===== config.mk =====
export PLATFORM = sky130hd
export DESIGN_NAME = bpa_ctrl
export DESIGN_NICKNAME = d
export VERILOG_FILES = /design/src/hw/rtl/bpa_pkg.sv /design/src/hw/rtl/bpa_ctrl.sv
export SDC_FILE = /design/constraint.sdc
export NUM_CORES = 1
export LEC_CHECK = 0
export ABC_AREA = 1
export ABC_CLOCK_PERIOD_IN_PS = 1570
export BUFFER_PORTS_ARGS = -buffer_cell sky130_fd_sc_hd__buf_4
export CAP_MARGIN = 20
export CORE_MARGIN = 1
export CORE_UTILIZATION = 51
export DETAILED_ROUTE_END_ITERATION = 7
export PLACE_DENSITY = 0.85
export SLEW_MARGIN = 20
export SYNTH_ARGS = -nofsm -noshare
export SYNTH_HDL_FRONTEND = slang
export SYNTH_SLANG_ARGS = --single-unit

===== constraint.sdc =====
create_clock -name clock -period 1.57 [get_ports clock]
set_clock_uncertainty 0.15 [all_clocks]
set_input_delay 0.314 -clock clock [delete_from_list [all_inputs] [get_ports clock]]
set_output_delay 0.314 -clock clock [all_outputs]
set_load 0.03 [all_outputs]

===== src/hw/rtl/bpa_pkg.sv =====
// ----------------------------------------------------------------------------
// bpa_pkg
// Shared types, codes and helpers for the buddy page allocator.
// ----------------------------------------------------------------------------
package bpa_pkg;

   localparam int POOL_PAGES   = 1024;
   localparam int ORDER_LEVELS = 11;
   localparam int TOP_ORDER    = ORDER_LEVELS - 1;
   localparam int ADDR_W       = $clog2(POOL_PAGES);
   localparam int ORD_W        = 4;
   localparam int CNT_W        = 11;
   localparam int CODE_W       = 6;

   typedef logic [ADDR_W-1:0] addr_type;
   typedef logic [ORD_W-1:0]  ord_type;
   typedef logic [CNT_W-1:0]  cnt_type;
   typedef logic [CODE_W-1:0] code_type;

   typedef enum logic [1:0] {
      ST_DONE    = 2'd0,
      ST_NOSPACE = 2'd1,
      ST_BADFREE = 2'd2
   } status_type;

   typedef enum logic [4:0] {
      OP_NONE,
      OP_CLR,
      OP_LOAD,
      OP_SCAN_RD,
      OP_NEXT_IDX,
      OP_NEXT_ORDER,
      OP_TAKE,
      OP_SPLIT,
      OP_GRANT,
      OP_FAIL_ALLOC,
      OP_FREE_RD,
      OP_FREE_BEGIN,
      OP_BUDDY_RD,
      OP_MERGE_A,
      OP_MERGE_B,
      OP_FREE_DONE,
      OP_FAIL_FREE
   } dp_op_type;

   typedef struct packed {
      logic clr_last;
      logic k_bad;
      logic cnt_zero;
      logic j_top;
      logic hit;
      logic idx_last;
      logic j_eq_k;
      logic head_ok;
      logic o_top;
      logic buddy_free;
      logic out_full;
   } dp_stat_type;

   function automatic code_type free_code(ord_type o);
      return {1'b0, o, 1'b1};
   endfunction

   function automatic code_type used_code(ord_type o);
      ord_type o1;
      o1 = o + ord_type'(1);
      return {1'b0, o1, 1'b0};
   endfunction

   function automatic cnt_type pages(ord_type o);
      return cnt_type'(1) << o;
   endfunction

endpackage


===== src/hw/rtl/bpa_ctrl.sv =====
// ----------------------------------------------------------------------------
// bpa_ctrl
// Sequencer for clear, alloc search/split and free/merge.
// ----------------------------------------------------------------------------
module bpa_ctrl (
   input  logic                 clock,
   input  logic                 reset,
   input  logic                 req_tvalid,
   input  logic                 req_kind,
   output logic                 req_tready,
   input  bpa_pkg::dp_stat_type stat,
   output bpa_pkg::dp_op_type   op
);
   import bpa_pkg::*;

   typedef enum logic [14:0] {
      S_CLEAR     = 15'b000000000000001,
      S_IDLE      = 15'b000000000000010,
      S_ORDER     = 15'b000000000000100,
      S_SCAN_RD   = 15'b000000000001000,
      S_SCAN_CHK  = 15'b000000000010000,
      S_SPLIT     = 15'b000000000100000,
      S_GRANT     = 15'b000000001000000,
      S_FAIL1     = 15'b000000010000000,
      S_FREE_RD   = 15'b000000100000000,
      S_FREE_CHK  = 15'b000001000000000,
      S_BUDDY_RD  = 15'b000010000000000,
      S_BUDDY_CHK = 15'b000100000000000,
      S_MERGE_B   = 15'b001000000000000,
      S_FREE_DONE = 15'b010000000000000,
      S_FAIL2     = 15'b100000000000000
   } state_type;

   state_type state_ff, state_in;

   assign req_tready = (state_ff == S_IDLE);

   always_comb begin
      state_in = state_ff;
      op       = OP_NONE;
      case (state_ff)
         S_CLEAR: begin
            op = OP_CLR;
            if (stat.clr_last) state_in = S_IDLE;
         end
         S_IDLE: begin
            if (req_tvalid) begin
               op = OP_LOAD;
               if (req_kind) state_in = S_FREE_RD;
               else if (stat.k_bad) state_in = S_FAIL1;
               else state_in = S_ORDER;
            end
         end
         S_ORDER: begin
            if (!stat.cnt_zero) state_in = S_SCAN_RD;
            else if (stat.j_top) state_in = S_FAIL1;
            else op = OP_NEXT_ORDER;
         end
         S_SCAN_RD: begin
            op       = OP_SCAN_RD;
            state_in = S_SCAN_CHK;
         end
         S_SCAN_CHK: begin
            if (stat.hit) begin
               op       = OP_TAKE;
               state_in = S_SPLIT;
            end else if (!stat.idx_last) begin
               op       = OP_NEXT_IDX;
               state_in = S_SCAN_RD;
            end else if (stat.j_top) begin
               state_in = S_FAIL1;
            end else begin
               op       = OP_NEXT_ORDER;
               state_in = S_ORDER;
            end
         end
         S_SPLIT: begin
            if (stat.j_eq_k) state_in = S_GRANT;
            else op = OP_SPLIT;
         end
         S_GRANT: begin
            if (!stat.out_full) begin
               op       = OP_GRANT;
               state_in = S_IDLE;
            end
         end
         S_FAIL1: begin
            if (!stat.out_full) begin
               op       = OP_FAIL_ALLOC;
               state_in = S_IDLE;
            end
         end
         S_FREE_RD: begin
            op       = OP_FREE_RD;
            state_in = S_FREE_CHK;
         end
         S_FREE_CHK: begin
            if (stat.head_ok) begin
               op       = OP_FREE_BEGIN;
               state_in = S_BUDDY_RD;
            end else begin
               state_in = S_FAIL2;
            end
         end
         S_BUDDY_RD: begin
            if (stat.o_top) begin
               state_in = S_FREE_DONE;
            end else begin
               op       = OP_BUDDY_RD;
               state_in = S_BUDDY_CHK;
            end
         end
         S_BUDDY_CHK: begin
            if (stat.buddy_free) begin
               op       = OP_MERGE_A;
               state_in = S_MERGE_B;
            end else begin
               state_in = S_FREE_DONE;
            end
         end
         S_MERGE_B: begin
            op       = OP_MERGE_B;
            state_in = S_BUDDY_RD;
         end
         S_FREE_DONE: begin
            if (!stat.out_full) begin
               op       = OP_FREE_DONE;
               state_in = S_IDLE;
            end
         end
         S_FAIL2: begin
            if (!stat.out_full) begin
               op       = OP_FAIL_FREE;
               state_in = S_IDLE;
            end
         end
         default: state_in = S_CLEAR;
      endcase
   end

   always_ff @(posedge clock) begin
      if (reset) state_ff <= S_CLEAR;
      else state_ff <= state_in;
   end

   a_take_on_hit: assert property (@(posedge clock) disable iff (reset)
      (op == OP_TAKE) |-> stat.hit)
      else $error("take without matching head");
   a_no_load_in_clear: assert property (@(posedge clock) disable iff (reset)
      (state_ff == S_CLEAR) |-> !req_tready)
      else $error("input taken during clear");
   a_result_when_free: assert property (@(posedge clock) disable iff (reset)
      (op == OP_GRANT || op == OP_FREE_DONE) |-> !stat.out_full)
      else $error("result overwrote pending item");

endmodule


==> out/qor.json <==
{
  "worstHoldPathType": {"value": "in2reg"},
  "synth.largest_area_cell": {"value": "sky130_fd_sc_hd__dfxtp_1"},
  "setup.reg_to_reg.worst_slack": {"value": -0.59, "unit": "ns"},
  "post_synth_instance_area": {"value": 1338, "unit": "um2"},
  "area_used_by_multi_input_combinational_logic": {"value": 1092, "unit": "um2"},
  "grt_setup_unrepaired": {"value": "yes"},
  "holdCritStartpoint": {"value": "reset"},
  "via_count_of_the_first_global_routing_pass": {"value": 1987},
  "floorplan.initialDensity": {"value": 0.5399},
  "yosysWarnings": {"value": 0},
  "start_kind": {"value": "register"},
  "worstSkewPairLatency": {"value": 0.33, "unit": "ns"},
  "cellLeakagePower": {"value": 1.267, "unit": "nW"},
  "synth_top_cells_by_area": {"value": "sky130_fd_sc_hd__dfxtp_1, sky130_fd_sc_hd__nand2_1, sky130_fd_sc_hd__inv_1"},
  "core_area": {"value": 2477, "unit": "um2"},
  "htreeDepth": {"value": 1},
  "critical_path_peak_fanout": {"value": 6},
  "arrival": {"value": 2.15, "unit": "ns"},
  "ys_async_sr_fraction": {"value": 0},
  "layout-area-overhead-vs-synth": {"value": 79.70, "unit": "%"},
  "wl_per_cell": {"value": 23.65, "unit": "um"},
  "drt_first_pass_iters": {"value": 8},
  "area_used_by_sequential_logic_in_the_layout": {"value": 322.8, "unit": "um2"},
  "insertedDiodeCount": {"value": 0},
  "worst-r2r-cell-count": {"value": 12},
  "final_min_period_over_clock_period": {"value": 1.667},
  "timing.final.ws_setup": {"value": -1.048, "unit": "ns"},
  "total_number_of_vias": {"value": 2408},
  "die_width": {"value": 53.21, "unit": "um"},
  "synthCells": {"value": 232},
  "power-per-cell-area": {"value": 1116, "unit": "nW/um2"},
  "antenna_left": {"value": 0},
  "detail_route.vias_per_cell": {"value": 6.822},
  "grt_use_total": {"value": 0.4896},
  "worstReg2RegStart": {"value": "state_ff[5]$_SDFFE_PP0P_"},
  "top_register": {"value": "state_ff"},
  "grt_max_degree": {"value": 12},
  "critPathRequiredTime": {"value": 1.11, "unit": "ns"},
  "die_area": {"value": 2831, "unit": "um2"},
  "fin_util": {"value": 0.9702},
  "cts_max_path_buffers": {"value": 2},
  "postSynthAreaPerCell": {"value": 5.765, "unit": "um2"},
  "synthFlopType": {"value": "sky130_fd_sc_hd__dfxtp_1"},
  "placement_rows": {"value": 18},
  "period_needed": {"value": 2.618, "unit": "ns"},
  "max-cap-violations": {"value": 0},
  "setup_tns": {"value": -11.66, "unit": "ns"},
  "critical_path.reg2reg.endpoint": {"value": "state_ff[4]$_SDFFE_PP0P_"},
  "number_of_setup_violations_in_the_final_report": {"value": 21},
  "outcome": {"value": "finished with violations"},
  "failed_checks": {"value": "design-rule violations, negative setup slack"},
  "critical_path.endpoint_type": {"value": "primary output"},
  "power": {"value": 2.682, "unit": "mW"},
  "grt_overflow_total": {"value": 0},
  "numCtsBuffers": {"value": 3},
  "tightestPinTransition": {"value": 0.5415, "unit": "ns"},
  "hpwl": {"value": 3356, "unit": "um"},
  "layout.filler_cells": {"value": 45},
  "cts_sinks": {"value": 15},
  "yosysTopAreaCellShare": {"value": 0.2245},
  "postCtsHoldBufs": {"value": 0},
  "wl": {"value": 8347, "unit": "um"},
  "ir_worst_vdd": {"value": 1.087, "unit": "mV"},
  "ctsRootBufferMaster": {"value": "sky130_fd_sc_hd__clkbuf_4"},
  "maxSlewViolCount": {"value": 0},
  "maxSlewHeadroom": {"value": 0.6386},
  "final_layout_size_suffix_gt1_frac": {"value": 0.5697},
  "synth_cell_types": {"value": 24},
  "synth_nets": {"value": 247},
  "crit_type": {"value": "reg2out"},
  "crit_path_end": {"value": "op[0]"},
  "synth_sequential_area_ratio": {"value": 0.2245},
  "synth-edff-count": {"value": 0},
  "grt_pass1_wl": {"value": 9453, "unit": "um"},
  "finalWeightedCongestion": {"value": 0.9092},
  "initial_antenna_violation_count": {"value": 0},
  "synth-seq-cells": {"value": 15},
  "max_freq": {"value": 382.0, "unit": "MHz"},
  "drc_errors": {"value": 60},
  "largest_reg_flops": {"value": 15},
  "report.final.hold_viol_count": {"value": 0},
  "clock_slew_at_the_register_clock_pins_of_the_worst_setup_and_hold_paths": {"value": 0.12, "unit": "ns"},
  "crit_start": {"value": "state_ff[8]$_SDFFE_PP0P_"},
  "io_pins": {"value": 21},
  "numPortBuffers": {"value": 20},
  "fin_worst_hold_slack": {"value": 0.03275, "unit": "ns"},
  "floorplan.die.height": {"value": 53.21, "unit": "um"},
  "initialDrtViolationCount": {"value": 258},
  "clock_tree_from_tritoncts": {"value": "yes"},
  "finish.net_count": {"value": 339},
  "reg_top3": {"value": "state_ff: 15 flops"}
}
==> per-stage QoR <==
stage / cells / area [um2] / setup WS (ns)
6_report: 353 / 2404 / -1.048
4_1_cts: 346 / 2240 / -0.6524
3_5_place_dp: 326 / 1918 / -0.4037
2_1_floorplan: 232 / 1404 / -0.5093
3_3_place_gp: 326 / 1918 / -0.3314
5_1_grt: 353 / 2404 / -1.054
==> cell usage in the layout (no fill, tap or decap), drive strengths merged <==
cell and count:
a21oi 3, nor2 55, nand4 10, inv 48
nor3 3, o211ai 1, o21ai 8, nand2 55
dfxtp 15, nor4 1, buf 89, clkbuf 3
clkinv 1, nand3 28, nand3b 2, o21a 1
==> critical path, cell delays in order (launching register included) <==
cell	delay [ns]
sky130_fd_sc_hd__dfxtp_4	0.37
sky130_fd_sc_hd__nor2_4	0.13
sky130_fd_sc_hd__nand2_4	0.08
sky130_fd_sc_hd__nor2_8	0.21
sky130_fd_sc_hd__nand2_4	0.10
sky130_fd_sc_hd__inv_2	0.11
sky130_fd_sc_hd__nand4_1	0.18
sky130_fd_sc_hd__o21ai_1	0.21
sky130_fd_sc_hd__nor2_1	0.12
sky130_fd_sc_hd__nand4_1	0.14
sky130_fd_sc_hd__buf_6	0.15
==> per-layer routing <==
metal,vias up,GRT usage,wire length [um]
met4,0,0.4167,1053
met3,136,0.1236,1254
met5,-,0,0
met2,315,0.7563,3435
li1,903,-,-
met1,1054,0.5523,2604
==> cell usage after synthesis (2+ instances only) <==
library cell and n:
sky130_fd_sc_hd__nand2_4 4, sky130_fd_sc_hd__nand2_2 3, sky130_fd_sc_hd__nor3_1 3, sky130_fd_sc_hd__nor2_1 42, sky130_fd_sc_hd__nor2_2 9, sky130_fd_sc_hd__nand3b_1 2, sky130_fd_sc_hd__inv_1 44, sky130_fd_sc_hd__nand4_1 10
sky130_fd_sc_hd__nor2_4 3, sky130_fd_sc_hd__nand2_1 48, sky130_fd_sc_hd__a21oi_1 2, sky130_fd_sc_hd__nand3_2 2, sky130_fd_sc_hd__dfxtp_1 15, sky130_fd_sc_hd__inv_2 4, sky130_fd_sc_hd__o21ai_0 7, sky130_fd_sc_hd__nand3_1 26
==> worst min-delay path by stage <==
| stage | end | slack (ns) | cells after the start |
|---|---|---|---|
| 6_report | state_ff[6]$_SDFFE_PP0P_ | 0.03 | 2 |
| 5_1_grt | state_ff[6]$_SDFFE_PP0P_ | 0.03 | 2 |
| 4_1_cts | state_ff[5]$_SDFFE_PP0P_ | 0.04 | 2 |
| 3_5_place_dp | state_ff[5]$_SDFFE_PP0P_ | 0.37 | 2 |
| 3_3_place_gp | state_ff[14]$_SDFFE_PP0P_ | 0.37 | 2 |
| 2_1_floorplan | state_ff[7]$_SDFFE_PP0P_ | 0.23 | 1 |
==> repair_timing <==
action                                  in CTS  in global routing
pin swaps                                   26                 28
setup buffers                               16                 16
endpoints found under the setup margin      21                 21
resized for setup                           54                 35
==> area by class of cell <==
| cell class | count | area share |
|---|---|---|
| multi-input combinational | 167 | 0.4545 |
| timing repair buffer | 89 | 0.3030 |
| tap | 30 | 0.01562 |
| clock buffer | 3 | 0.009370 |
| inverter | 48 | 0.08121 |
| clock inverter | 1 | 0.002082 |
| sequential | 15 | 0.1343 |
==> cells by family (layout without fill, tap and decap cells) <==
kind of cell	count (synthesis)	in the layout	synth area share
buf+inv	50	141	0.1487
flops	15	15	0.2245
simple gates	154	154	0.5687
compound gates	13	13	0.05800
==> report_power, final <==
| part | internal [mW] | switching (mW) |
|---|---|---|
| Clock | 0.0959 | 0.179 |
| Sequential | 0.434 | 0.0613 |
| Combinational | 0.739 | 1.17 |
| Total | 1.27 | 1.41 |
Power figures use the tool's default switching activity.
